`src/design/lesp_pkg.sv`:
```
// Package for the line ending splitter.
// Holds beat types, ending and class codes, and small helper functions.
// No dependencies.
package lesp_pkg;

    // Field widths and character codes
    localparam int LENGTH_BITS = 16;
    localparam int COUNT_BITS  = 24;
    localparam logic [7:0] BYTE_CR = 8'h0D;
    localparam logic [7:0] BYTE_LF = 8'h0A;

    // Result queue size
    localparam int QUEUE_DEPTH = 4;
    localparam int QPTR_BITS   = $clog2(QUEUE_DEPTH);
    localparam int QCNT_BITS   = $clog2(QUEUE_DEPTH + 1);

    // Line ending kinds
    localparam logic [1:0] END_NONE = 2'd0;
    localparam logic [1:0] END_CRLF = 2'd1;
    localparam logic [1:0] END_CR   = 2'd2;
    localparam logic [1:0] END_LF   = 2'd3;

    // File ending classes
    localparam logic [2:0] CLASS_NONE  = 3'd0;
    localparam logic [2:0] CLASS_DOS   = 3'd1;
    localparam logic [2:0] CLASS_MAC   = 3'd2;
    localparam logic [2:0] CLASS_UNIX  = 3'd3;
    localparam logic [2:0] CLASS_MIXED = 3'd4;

    typedef struct packed {
        logic [7:0] data_byte;
        logic       end_of_file;
    } lesp_in_t;

    typedef struct packed {
        logic [LENGTH_BITS-1:0] line_length;
        logic [1:0]             line_ending;
        logic [COUNT_BITS-1:0]  line_index;
        logic [LENGTH_BITS-1:0] longest_line;
        logic [2:0]             ending_class;
        logic                   run_last;
        logic                   file_done;
    } lesp_out_t;

    // Up to two results from one accepted byte, first in order is r0
    typedef struct packed {
        logic      v0;
        logic      v1;
        lesp_out_t r0;
        lesp_out_t r1;
    } lesp_push_t;

    // Saturating increments
    function automatic logic [LENGTH_BITS-1:0] len_inc(input logic [LENGTH_BITS-1:0] v);
        len_inc = (&v) ? v : v + LENGTH_BITS'(1);
    endfunction

    function automatic logic [COUNT_BITS-1:0] cnt_inc(input logic [COUNT_BITS-1:0] v);
        cnt_inc = (&v) ? v : v + COUNT_BITS'(1);
    endfunction

    function automatic logic [LENGTH_BITS-1:0] len_max(input logic [LENGTH_BITS-1:0] a,
                                                      input logic [LENGTH_BITS-1:0] b);
        len_max = (a > b) ? a : b;
    endfunction

    // Class after a line of the given ending kind
    function automatic logic [2:0] class_next(input logic [2:0] cls, input logic [1:0] kind);
        logic [2:0] want;
        want = CLASS_NONE;
        unique case (kind)
            END_CRLF: want = CLASS_DOS;
            END_CR:   want = CLASS_MAC;
            END_LF:   want = CLASS_UNIX;
            default:  want = CLASS_NONE;
        endcase
        if (want == CLASS_NONE) begin
            class_next = cls;
        end else if (cls == CLASS_NONE || cls == want) begin
            class_next = want;
        end else begin
            class_next = CLASS_MIXED;
        end
    endfunction

endpackage

```
`src/design/lesp_core.sv`:
```
// Line splitting state and per-byte result logic.
// Depends on lesp_pkg.
module lesp_core (
    input  logic                aclk,
    input  logic                aresetn,
    input  logic                in_fire,
    input  lesp_pkg::lesp_in_t  in_beat,
    output lesp_pkg::lesp_push_t push
);

    logic                             cr_pending_reg, cr_pending_next;
    logic [lesp_pkg::LENGTH_BITS-1:0] cur_len_reg, cur_len_next;
    logic [lesp_pkg::COUNT_BITS-1:0]  lines_reg, lines_next;
    logic [lesp_pkg::LENGTH_BITS-1:0] longest_reg, longest_next;
    logic [2:0]                       class_reg, class_next;

    logic                             is_cr, is_lf, eof, consumed;
    logic                             a_valid, b_valid;
    logic [1:0]                       a_kind, b_kind;
    logic [lesp_pkg::LENGTH_BITS-1:0] a_len, b_len, a_longest, b_longest;
    logic [lesp_pkg::LENGTH_BITS-1:0] cur_a, longest_a;
    logic [lesp_pkg::COUNT_BITS-1:0]  lines_a;
    logic [2:0]                       a_class, b_class, class_a;
    lesp_pkg::lesp_out_t              res_a, res_b;

    assign is_cr = (in_beat.data_byte == lesp_pkg::BYTE_CR);
    assign is_lf = (in_beat.data_byte == lesp_pkg::BYTE_LF);
    assign eof   = in_beat.end_of_file;

    // First result: closes a pending CR, as CR LF or as lone CR
    always_comb begin
        a_valid   = cr_pending_reg;
        consumed  = cr_pending_reg && is_lf;
        a_kind    = is_lf ? lesp_pkg::END_CRLF : lesp_pkg::END_CR;
        a_len     = is_lf ? lesp_pkg::len_inc(cur_len_reg) : cur_len_reg;
        a_longest = lesp_pkg::len_max(longest_reg, a_len);
        a_class   = lesp_pkg::class_next(class_reg, a_kind);
        cur_a     = a_valid ? '0 : cur_len_reg;
        lines_a   = a_valid ? lesp_pkg::cnt_inc(lines_reg) : lines_reg;
        longest_a = a_valid ? a_longest : longest_reg;
        class_a   = a_valid ? a_class : class_reg;
    end

    // Second result: the byte itself, when not swallowed by CR LF
    always_comb begin
        b_len     = lesp_pkg::len_inc(cur_a);
        b_valid   = !consumed && (is_lf || eof);
        if (is_cr) begin
            b_kind = lesp_pkg::END_CR;
        end else if (is_lf) begin
            b_kind = lesp_pkg::END_LF;
        end else begin
            b_kind = lesp_pkg::END_NONE;
        end
        b_longest = lesp_pkg::len_max(longest_a, b_len);
        b_class   = lesp_pkg::class_next(class_a, b_kind);
    end

    // Result beats
    always_comb begin
        res_a.line_length  = a_len;
        res_a.line_ending  = a_kind;
        res_a.line_index   = lines_reg;
        res_a.longest_line = a_longest;
        res_a.ending_class = a_class;
        res_a.run_last     = !b_valid;
        res_a.file_done    = eof && !b_valid;

        res_b.line_length  = b_len;
        res_b.line_ending  = b_kind;
        res_b.line_index   = lines_a;
        res_b.longest_line = b_longest;
        res_b.ending_class = b_class;
        res_b.run_last     = 1'b1;
        res_b.file_done    = eof;

        push.v0 = in_fire && (a_valid || b_valid);
        push.v1 = in_fire && a_valid && b_valid;
        push.r0 = a_valid ? res_a : res_b;
        push.r1 = res_b;
    end

    // Next state; end of file returns everything to reset values
    always_comb begin
        if (eof) begin
            cr_pending_next = 1'b0;
            cur_len_next    = '0;
            lines_next      = '0;
            longest_next    = '0;
            class_next      = lesp_pkg::CLASS_NONE;
        end else begin
            cr_pending_next = !consumed && is_cr;
            cur_len_next    = (consumed || b_valid) ? '0 : b_len;
            lines_next      = b_valid ? lesp_pkg::cnt_inc(lines_a) : lines_a;
            longest_next    = b_valid ? b_longest : longest_a;
            class_next      = b_valid ? b_class : class_a;
        end
    end

    always_ff @(posedge aclk) begin
        if (!aresetn) begin
            cr_pending_reg <= 1'b0;
            cur_len_reg    <= '0;
            lines_reg      <= '0;
            longest_reg    <= '0;
            class_reg      <= lesp_pkg::CLASS_NONE;
        end else if (in_fire) begin
            cr_pending_reg <= cr_pending_next;
            cur_len_reg    <= cur_len_next;
            lines_reg      <= lines_next;
            longest_reg    <= longest_next;
            class_reg      <= class_next;
        end
    end

endmodule

```
`src/design/lesp_queue.sv`:
```
// Result queue: takes up to two beats per cycle, hands out one.
// Depends on lesp_pkg.
module lesp_queue (
    input  logic                 aclk,
    input  logic                 aresetn,
    input  lesp_pkg::lesp_push_t push,
    output logic                 room2,
    output logic                 m_valid,
    input  logic                 m_ready,
    output lesp_pkg::lesp_out_t  m_data
);

    lesp_pkg::lesp_out_t            mem [lesp_pkg::QUEUE_DEPTH];
    logic [lesp_pkg::QPTR_BITS-1:0] wr_ptr_reg, rd_ptr_reg;
    logic [lesp_pkg::QCNT_BITS-1:0] count_reg, count_next;
    logic [lesp_pkg::QCNT_BITS-1:0] n_push;
    logic                           pop;

    assign pop     = m_valid && m_ready;
    assign m_valid = (count_reg != '0);
    assign m_data  = mem[rd_ptr_reg];
    assign room2   = (count_reg <= lesp_pkg::QCNT_BITS'(lesp_pkg::QUEUE_DEPTH - 2));
    assign n_push  = lesp_pkg::QCNT_BITS'(push.v0) + lesp_pkg::QCNT_BITS'(push.v1);
    assign count_next = count_reg + n_push - lesp_pkg::QCNT_BITS'(pop);

    // Storage writes
    always_ff @(posedge aclk) begin
        if (push.v0) begin
            mem[wr_ptr_reg] <= push.r0;
        end
        if (push.v1) begin
            mem[wr_ptr_reg + lesp_pkg::QPTR_BITS'(1)] <= push.r1;
        end
    end

    // Pointers and fill count
    always_ff @(posedge aclk) begin
        if (!aresetn) begin
            wr_ptr_reg <= '0;
            rd_ptr_reg <= '0;
            count_reg  <= '0;
        end else begin
            wr_ptr_reg <= wr_ptr_reg + lesp_pkg::QPTR_BITS'(n_push);
            if (pop) begin
                rd_ptr_reg <= rd_ptr_reg + lesp_pkg::QPTR_BITS'(1);
            end
            count_reg <= count_next;
        end
    end

endmodule

```
`src/design/line_ending_splitter.sv`:
```
// Line ending splitter, top level.
// Depends on lesp_pkg, lesp_core and lesp_queue.
//
// Usage:
//   s_valid/s_ready/s_data carry one file byte per beat, with end_of_file
//   on the last byte. m_valid/m_ready/m_data carry one finished line per
//   beat: length, ending kind, index, longest length, file ending class,
//   run_last and file_done.
//   A byte is accepted in every cycle while s_ready is high. Its results
//   are written into a four-entry result queue at the accepting edge and
//   show on m_data behind any older beats, from the next cycle if empty.
//   A byte produces zero, one or two result beats. The queue drains one
//   beat per cycle while m_ready is high; s_ready is high while at least
//   two queue slots are free. With m_ready high and at most one result
//   per byte, one byte per cycle flows; two results add a queued beat.
//   A held m_ready stall fills the queue and then drops s_ready; nothing
//   is lost and m_data holds while m_valid waits.
//   Reset (aresetn low, synchronous) empties the queue and clears the line
//   state; the block is ready in the first cycle after reset.
module line_ending_splitter (
    input  logic                aclk,
    input  logic                aresetn,
    input  logic                s_valid,
    output logic                s_ready,
    input  lesp_pkg::lesp_in_t  s_data,
    output logic                m_valid,
    input  logic                m_ready,
    output lesp_pkg::lesp_out_t m_data
);

    logic                 in_fire;
    lesp_pkg::lesp_push_t push;

    assign in_fire = s_valid && s_ready;

    lesp_core u_core (
        .aclk    (aclk),
        .aresetn (aresetn),
        .in_fire (in_fire),
        .in_beat (s_data),
        .push    (push)
    );

    lesp_queue u_queue (
        .aclk    (aclk),
        .aresetn (aresetn),
        .push    (push),
        .room2   (s_ready),
        .m_valid (m_valid),
        .m_ready (m_ready),
        .m_data  (m_data)
    );

endmodule

```
`config.mk`:
```
export PLATFORM = sky130hd
export DESIGN_NAME = line_ending_splitter
export DESIGN_NICKNAME = d
export VERILOG_FILES = /design/src/design/lesp_pkg.sv /design/src/design/lesp_core.sv /design/src/design/lesp_queue.sv /design/src/design/line_ending_splitter.sv
export SDC_FILE = /design/constraint.sdc
export NUM_CORES = 1
export LEC_CHECK = 0
export ABC_AREA = 0
export BUFFER_PORTS_ARGS = -buffer_cell sky130_fd_sc_hd__clkbuf_2
export CAP_MARGIN = 30
export CORE_MARGIN = 5
export CORE_UTILIZATION = 39
export DETAILED_ROUTE_END_ITERATION = 12
export PLACE_DENSITY = 0.58
export SLEW_MARGIN = 0
export SYNTH_ARGS = -nofsm -noshare
export SYNTH_HDL_FRONTEND = slang
export SYNTH_SLANG_ARGS = --single-unit
```
`constraint.sdc`:
```
create_clock -name aclk -period 25.4 [get_ports aclk]
set_clock_uncertainty 0.15 [all_clocks]
set_input_delay 3.81 -clock aclk [delete_from_list [all_inputs] [get_ports aclk]]
set_output_delay 3.81 -clock aclk [all_outputs]
set_load 0.03 [all_outputs]
```
# Word level (Yosys, flattened, before mapping)
# Memories as Yosys holds them, arrays and structs flattened. A register that Yosys moved wholly into a read port is not among the register bits.
# Index checks and enable logic that the tools add are counted.
op_classes:
  addsub: 10
  reduce_logical: 25
  order_cmp: 3
  eq_ne: 10
  n_mux: 36
ops:
  columns: ["cell", "n"]
  rows:
  - ["$mux W16", 11]
  - ["$mux W24", 5]
  - ["$mux W63", 1]
  - ["$add A24 B1 Y24 const B", 2]
  - ["$reduce_and A24 Y1", 2]
  - ["$add A16 B1 Y16 const B", 2]
  - ["$gt A16 B16 Y1", 2]
  - ["$reduce_and A16 Y1", 2]
  - ["$mux W3", 7]
  - ["$eq A8 B4 Y1 const B", 2]
  - ["$logic_not A3 Y1", 4]
  - ["$pmux W2 S3", 2]
  - ["$mux W2", 5]
  - ["$logic_and A1 B1 Y1", 9]
  - ["$eq A2 B2 Y1 const B", 4]
  - ["$eq A3 B2 Y1", 2]
  - ["$logic_or A1 B1 Y1", 5]
  - ["$mux W1", 5]
  - ["$add A2 B1 Y2 const B", 2]
  - ["$eq A2 B1 Y1 const B", 2]
  - ["$add A3 B3 Y3", 1]
  - ["$le A3 B2 Y1 const B", 1]
  - ["$reduce_bool A3 Y1", 1]
  - ["$sub A3 B1 Y3", 1]
  - ["3 further kinds", 4]
totals:
  word_cells: 93
  ram_bits: 252
  mem_count: 1
  ff_bits: 67
  out_inout_bits: 65
  inputBits: 13
mem_list:
  columns: ["memory", "depth", "word_bits", "rd", "rd_clocked_by_memory_dff", "write_ports", "line", "rtl"]
  rows:
  - ["u_queue.mem", 4, 63, 1, 1, 2, "lesp_queue.sv:13", "lesp_pkg::lesp_out_t mem [lesp_pkg::QUEUE_DEPTH];"]

# Logic depth before layout (Yosys ltp)
# Gate-level depths: netlist of run 1.
depth:
  word_depth: 15
  ltp_mapped: 33
  ltp_nobuf: 27

# Hierarchy
# From an unflattened synthesis of run 1, not the netlist that was laid out.
hier_totals:
  hier_cells: 1624
  area_unflattened_um2: 20188.1
by_module_without_submodules:
  columns: ["module", "seq_area_each_um2", "n_inst", "cells_each", "area_each_um2"]
  rows:
  - ["lesp_queue", 7747.4, 1, 659, 13230.2]
  - ["lesp_core", 1201.2, 1, 964, 6951.7]
  - ["line_ending_splitter", 0.0, 1, 1, 6.3]

# Worst setup path before layout of run 1
# OpenSTA, ideal clock, no wires.
synth_timing:
  path_kind: "input to register"
  start: "input s_data[6] (netlist name)"
  end: "memory u_queue.mem[1][5] (netlist name), data pin"
  stages: 31
  setup_time_ns: 0.256
  arrival_ns: 10.404
  path_slack_ns: 14.590
  path_buffers: 4
  required_ns: 24.994
  path_cell_list: "nor4_1 > nand4_1 > a21oi_1 > and2_1 > and3_1 > xor2_1 > inv_1 > ha_1 > a21o_1 > a21o_1 > a21oi_1 > inv_1 > o21ai_0 > a21o_1 > clkbuf_1 > buf_1 > clkbuf_1 > nand2_1 > a21oi_1 > inv_1 > ha_1 > a21o_1 > a21o_1 > a221o_1 > a2111oi_0 > inv_1 > o21ai_1 > clkbuf_1 > mux2i_1 > mux2i_1 > a22o_1"
synth_rtl:
  columns: ["item", "line", "rtl"]
  rows:
  - ["start, declared", "line_ending_splitter.sv:25", "input lesp_pkg::lesp_in_t s_data,"]
  - ["end, declared", "lesp_queue.sv:13", null]

==> qor.yml, run 1 <==
pwr:
  powerDensity_mw_per_mm2: 73.4
  finalPower_mw: 1.49
  leakage_nw: 6.89
  ir_worst_vdd_v: 0.0000512
sta:
  hold_viol_final: 0
  min_period_over_period: 0.444
  worstMarginPinSlew_ps: 1050
  finalSetupViolCount: 0
  setup_tns_ps: 0
  whs_ps: 321
  max_freq_mhz: 88.7
  fin_crit_ps: 11270
  slew_headroom: 0.296
  rsz0062_at_grt: "false"
  drv_slew: 0
flow_run:
  drv_cap: 0
worst_setup_path:
  critical_path_class: "in2reg"
  arrival_ps: 11380
  cp_common_cell: "inv_1"
  crit_slowest_cell: "nor2_1"
  required_ps: 25510
  start_kind: "primary input"
  cpPeakStageDelay_ps: 800
  crit_path_end_kind: "flop"
  critical_path.max_fanout: 22
final_layout:
  n_fill_cell: 4355
  n_antenna_cell: 0
  fin_nets: 1815
  regArea_mm2: 0.00892
  fin_area_mm2: 0.0203
  final_util: 0.438
  multiInputGateArea_mm2: 0.00854
  drive_above_1_share: 0.151
  largest_reg_flops: 252
  syn_to_final_growth_pct: 11.5
floorplan:
  dieArea_mm2: 0.0512
  initial_core_util: 0.393
  rows: 79
  die_width_um: 226
  coreArea_mm2: 0.0465
  die_h_um: 226
  ios: 78
place:
  dp_hpwl_um: 37700
  placed_area_mm2: 0.0192
  io_buffers: 77
  place_congestion: 0.991
routing:
  dr.pass1.iters: 6
  drc: 0
  dr.first_iter.drc_count: 1735
  wl_um: 56500
  postRouteAntennaNets: 0
  wl_per_cell_um: 23.6
  viasPerCell: 6.13
  vias: 14700
logic_synthesis:
  synth_top_area_frac: 0.408
  synth.net_count: 1804
  synth_area_mm2: 0.0182
  yosysTopAreaCell: "edfxtp_1"
  async_reset_ff_frac: 0
  yosysSeqAreaShare: 0.488
  ys_ff_latch: 321
  ys.warnings.count: 0
  yosysUniqueCellTypes: 79
  syn_inst: 1749
  ys.flop_type: "edfxtp_1"
  postSynthAreaPerCell_um2: 10.4
  synth_edf_count: 248
  synth.area.top_cells: "edfxtp_1 (41%), dfxtp_1 (8.0%), mux4_2 (7.8%), nand2_1 (4.0%), o21ai_0 (4.0%)"
cts:
  clk_pin_slew_ps: 60
  numCtsBuffers: 36
  cts_sinks: 321
  postCtsSetupBuffers: 0
  clk_latency_ps: 530
  cts_max_path_buffers: 3
  hold_buffers: 0
  cts-resized-gates: 0
  cts_tree: "done"
  h-tree-depth: 2
  root_buffer: "clkbuf_16"
grt:
  grt_overflow_total: 0
  grt_pass1_vias: 14100
  grt_pass1_wl_um: 85900
  antenna_found_initial: 1
  grt_max_degree: 79
  grt_use_total: 0.216
min_path:
  min_path_type: "reg2reg"
status:
  status: "complete, no violations"
==> final timing paths <==
path / start / to / slack, ps / depth (start not counted)
worst max-delay path: s_data[6] / u_queue.mem[1][7] / 14130 / 29
worst min-delay path: u_queue.mem[3][1] / u_queue.mem[3][1] / 320 / 2
worst max register to register: u_core.cur_len_reg[13] / u_queue.mem[1][7] / 17310 / 27
worst min register to register: u_queue.mem[3][1] / u_queue.mem[3][1] / 320 / 2
==> cell families (layout without fill, tap and decap cells) <==
| group | count (synthesis) | after routing | synth area share |
|---|---|---|---|
| and+or+nand+nor | 569 | 569 | 0.150 |
| buffers and inverters | 206 | 243 | 0.0449 |
| DFF | 321 | 321 | 0.488 |
| adders and majority gates | 42 | 42 | 0.0292 |
| AOI/OAI and AO/OA | 457 | 457 | 0.163 |
| xor gates and xnor gates | 54 | 54 | 0.0259 |
| muxes | 100 | 100 | 0.0991 |
==> layout make-up <==
class | instances | share of cell area
clock buffers | 52 | 0.0503
clock inverters | 12 | 0.00572
inverters | 63 | 0.0116
multi-input cells | 1222 | 0.420
flip-flops and latches | 321 | 0.438
well taps | 607 | 0.0373
repair buffers | 116 | 0.0369
==> power by group <==
part	leakage, nW	internal (mW)	switching, mW
clock network	0.561	0.301	0.212
registers	2.89	0.585	0.0166
logic	3.44	0.132	0.247
total	6.89	1.02	0.476
==> layer usage <==
layer / part of all wire / GRT usage / up-vias
met5: 0 / 0 / -
met4: 0.029 / 0.0627 / 0
met3: 0.092 / 0.0421 / 102
met2: 0.43 / 0.321 / 733
met1: 0.45 / 0.322 / 7222
li1: - / - / 6616
==> critical path, delay by kind of cell <==
kind            cells  cell delay (ps)
xor+xnor            1              340
compound gates     12             3300
simple gates        6             1930
fa+ha+maj           2              500
buf+inv             7              910
mux                 1              560
==> through the flow <==
| stage | setup WS [ps] | instances |
|---|---|---|
| 2_1_floorplan | 14590 | 1749 |
| 3_3_place_gp | 14000 | 2325 |
| 3_5_place_dp | 13770 | 2329 |
| 4_1_cts | 14300 | 2393 |
| 5_1_grt | 13540 | 2393 |
| 6_report | 14130 | 2393 |
==> layout by cell type (no fill, tap or decap), drive strengths merged, types with 41 or more instances in the layout <==
cell | Yosys | routed
clkbuf | 106 | 129
mux4 | 63 | 63
o21ai | 153 | 153
edfxtp | 248 | 248
nor2 | 146 | 146
inv | 61 | 62
dfxtp | 73 | 73
o22ai | 66 | 66
a21oi | 58 | 58
ha | 41 | 41
nand2 | 196 | 196
==> synthesized netlist by cell type, types with 9 or more instances <==
master and n:
nor2b_1 28, nand3_1 27, mux4_2 63, a21o_1 16, inv_1 61, clkbuf_1 106, dfxtp_1 73, nor2_1 146
o211ai_1 9, buf_1 17, and4_1 10, mux2_2 15, o21a_1 14, a22o_1 25, ha_1 41, xnor2_1 29
and2_1 28, a22oi_1 17, nand4_1 28, nor4_1 17, xor2_1 25, and3_1 23, nor3_1 34, a21oi_1 58
nand2_1 196, edfxtp_1 248, mux2i_1 22, o22ai_1 66, buf_2 13, o21ai_0 145, a211oi_1 14
No activity file was read; power rests on OpenSTA's default activity.
==> run 2, diff against run 1 <==
ABC_AREA = 1   (was 0)
clock period = 10.5 ns   (was 25.4 ns; I/O delays follow)
==> run 2 against run 1 <==
Via count is 18% higher. Critical path depth fell by 1. Sequential cell count stayed put. Synthesized cell count rose by 39%. Register-to-register slack worse by 14000 ps. Area after synthesis increased by 3.7%. First-iteration DRC count is 5.7% lower. Core utilization grew 0.071 points. Final cell count is 29% higher. Clock power is 150% higher. Cell area is 3.2% higher. Global-route usage grew 1.4 points.
==> qor.yml, run 2 <==
sta:
  setup_tns_ps: 0  # unchanged
  fin_crit_ps: 7800
  worstMarginPinSlew_ps: 889  # -162 ps
  drv_slew: 0  # unchanged
  rsz0062_at_grt: "false"
  finalSetupViolCount: 0  # unchanged
  max_freq_mhz: 128
  hold_viol_final: 0  # unchanged
  slew_headroom: 0.401  # +0.105
  min_period_over_period: 0.743
logic_synthesis:
  synth_edf_count: 248  # unchanged
  synth_top_area_frac: 0.394  # -0.0146
  synth_compound_gate_area_share: 0.138  # -0.0246
  yosysUniqueCellTypes: 48  # -39%
  synth_top_family_by_area: "simple AND/OR/NAND/NOR gates"
  ys.warnings.count: 0  # unchanged
  ys_ff_latch: 321  # unchanged
  synthXorXnorAreaFrac: 0.0143  # -0.0116
  async_reset_ff_frac: 0  # unchanged
  synth.most_common_cell: "nand2_1"
  synth-simple-area-share: 0.282  # +0.132
  synth_adder_area_share: 0.0282  # -0.00105
  syn_inst: 2433  # +39%
  yosysTopAreaCell: "edfxtp_1"
  synth_area_mm2: 0.0189  # +3.7%
  yosysSeqAreaShare: 0.471  # -0.0175
  synth.net_count: 2488  # +38%
  ys.flop_type: "edfxtp_1"
  synth.area.mux_share: 0  # -0.0991
  synth_common_cells: "nand2_1 (666), nor2_1 (312), edfxtp_1 (248)"
  postSynthAreaPerCell_um2: 7.78  # -25%
  synth.area.top_cells: "edfxtp_1 (39%), nand2_1 (13%), dfxtp_1 (7.7%), nor2_1 (6.2%), o22ai_1 (5.7%)"
floorplan:
  rows: 80  # +1.3%
  die_h_um: 230  # +1.8%
  dieArea_mm2: 0.0530  # +3.5%
  ios: 78  # unchanged
  initial_core_util: 0.395  # +0.00277
  die_width_um: 230  # +1.8%
  coreArea_mm2: 0.0478  # +3.0%
place:
  placed_area_mm2: 0.0198  # +3.2%
  place_congestion: 0.924  # -6.7%
  io_buffers: 77  # unchanged
  placed_cells: 3027  # +30%
  dp_hpwl_um: 40800  # +8.3%
cts:
  h-tree-depth: 2  # unchanged
  numCtsBuffers: 38  # +5.6%
  cts-resized-gates: 0  # unchanged
  clk_pin_slew_ps: 60  # about the same
  cts_tree: "done"
  postCtsSetupBuffers: 0  # unchanged
  root_buffer: "clkbuf_16"
  hold_buffers: 0  # unchanged
  cts_sinks: 321  # unchanged
  clk_latency_ps: 560  # +30 ps
  cts_max_path_buffers: 3  # unchanged
status:
  status: "complete, no violations"
worst_setup_path:
  cpPeakStageDelay_ps: 640  # -160 ps
  path_buf_inv: 5  # -2
  crit_path_end_kind: "flop"
  start_kind: "primary input"
  required_ps: 10770  # -14740 ps
  path_delay_family: "simple AND/OR/NAND/NOR gates"
  critical_path.max_fanout: 17  # -23%
  critical_path_class: "in2reg"
  crit_slowest_cell: "nand2_1"
  arrival_ps: 8070  # -3310 ps
  cp_common_cell: "nand2_1"
routing:
  dr.pass1.iters: 5  # -1
  postRouteAntennaNets: 0  # unchanged
  drc: 0  # unchanged
  dr.first_iter.drc_count: 1636  # -5.7%
  wl_per_cell_um: 20.2  # -14%
  wl_um: 62600  # +11%
  vias: 17400  # +18%
  viasPerCell: 5.61  # -8.6%
pwr:
  p_switching_mw: 1.62  # +240%
  ir_worst_vdd_v: 0.000154  # +200%
  pwr-share-comb: 0.334  # +0.080
  powerDensity_mw_per_mm2: 197  # +170%
  leakage_nw: 8.17  # +18%
  swShare: 0.393  # +0.0746
  power_frac_clock: 0.306  # -0.038
  p_int_mw: 2.50  # +150%
  seq_power_share: 0.360  # -0.043
final_layout:
  syn_to_final_growth_pct: 10.9
  largest_reg_flops: 252  # unchanged
  final_common_cell: "nand2_1"
  multiInputGateArea_mm2: 0.00879  # +2.9%
  n_antenna_cell: 0  # unchanged
  fin_area_mm2: 0.0210  # +3.2%
  drive_above_1_share: 0.102  # -0.0496
  n_fill_cell: 4818  # +11%
  fin_cells: 3096  # +29%
  regArea_mm2: 0.00892  # unchanged
  fin_nets: 2507  # +38%
  layout_common_cells: "nand2_1 (660), nor2_1 (311), edfxtp_1 (248), o21ai_0 (183), inv_1 (177)"
grt:
  grt_pass1_wl_um: 96600  # +12%
  grt_pass1_vias: 16300  # +16%
  grt_use_total: 0.230  # +0.0140
  grt_overflow_total: 0  # unchanged
  antenna_found_initial: 1  # unchanged
  grt_max_degree: 65  # -18%
min_path:
  min_path_type: "reg2reg"
flow_run:
  drv_cap: 0  # unchanged
run 2: cell types whose count changed after synthesis, sizes merged, moves of 22 or more:
cell   previous run  this run
nand2           196       687
nor2            146       336
inv              61       189
nand3            27       153
o22ai            66       171
mux4             63         0
o21ai           153       201
a21oi            58        90
nor2b            28         0
and2             28         1
a22o             25         0
and3             23         0
xnor2            29         6
mux2i            22         0
run 2: final timing paths:
check | startpoint | endpoint | slack, ps | cells after the start
max | s_data[1] | u_queue.mem[0][5] | 2700 | 28
min reg2reg | u_queue.mem[2][1] | u_queue.mem[2][1] | 310 | 2
max reg2reg | u_core.cur_len_reg[0] | u_queue.mem[0][5] | 3220 | 32
min | u_queue.mem[2][1] | u_queue.mem[2][1] | 310 | 2
run 2: stage by stage:
step	utilization	hold slack (ps)	worst slack, ps	power (mW)
final	0.439	313	2700	4.12
after global routing	0.439	336	1980	4.35
after CTS	0.439	314	2770	4.14
after detailed placement	0.414	297	2200	2.88
after global placement	0.414	295	2440	2.87
after floorplan	-	285	4080	2.46
run 2: cell families after synthesis:
kind of cell / Yosys count
compound gates: 472
xor+xnor: 30
fa+ha+maj: 42
buf+inv: 321
flops: 321
simple gates: 1247
run 2: metal layers:
| layer | vias to the layer above | GRT usage | part of all wire |
|---|---|---|---|
| met4 | 0 | 0.0475 | 0.016 |
| met2 | 700 | 0.341 | 0.43 |
| met3 | 66 | 0.0680 | 0.10 |
| li1 | 8307 | - | - |
| met5 | - | 0 | 0 |
| met1 | 8284 | 0.335 | 0.46 |
run 2: worst min-delay path, stage by stage, from the launching register on:
cell	delay [ps]
dfxtp_1	320
nor2_1	50
nor2_1	60
run 2: layout make-up:
type,count,area share
Tap cell,615,0.0367
Sequential cell,321,0.425
Clock inverter,14,0.00507
Clock buffer,55,0.0503
Multi-Input combinational cell,1791,0.419
Inverter,191,0.0342
Timing Repair Buffer,109,0.0299
run 2: power by group through the flow:
| stage | Clock [mW] | Sequential [mW] | Combinational (mW) |
|---|---|---|---|
| 2_1_floorplan | 0 | 1.48 | 0.973 |
| 3_3_place_gp | 0 | 1.51 | 1.36 |
| 3_5_place_dp | 0 | 1.51 | 1.37 |
| 4_1_cts | 1.29 | 1.48 | 1.38 |
| 5_1_grt | 1.34 | 1.49 | 1.52 |
| 6_report | 1.26 | 1.48 | 1.38 |
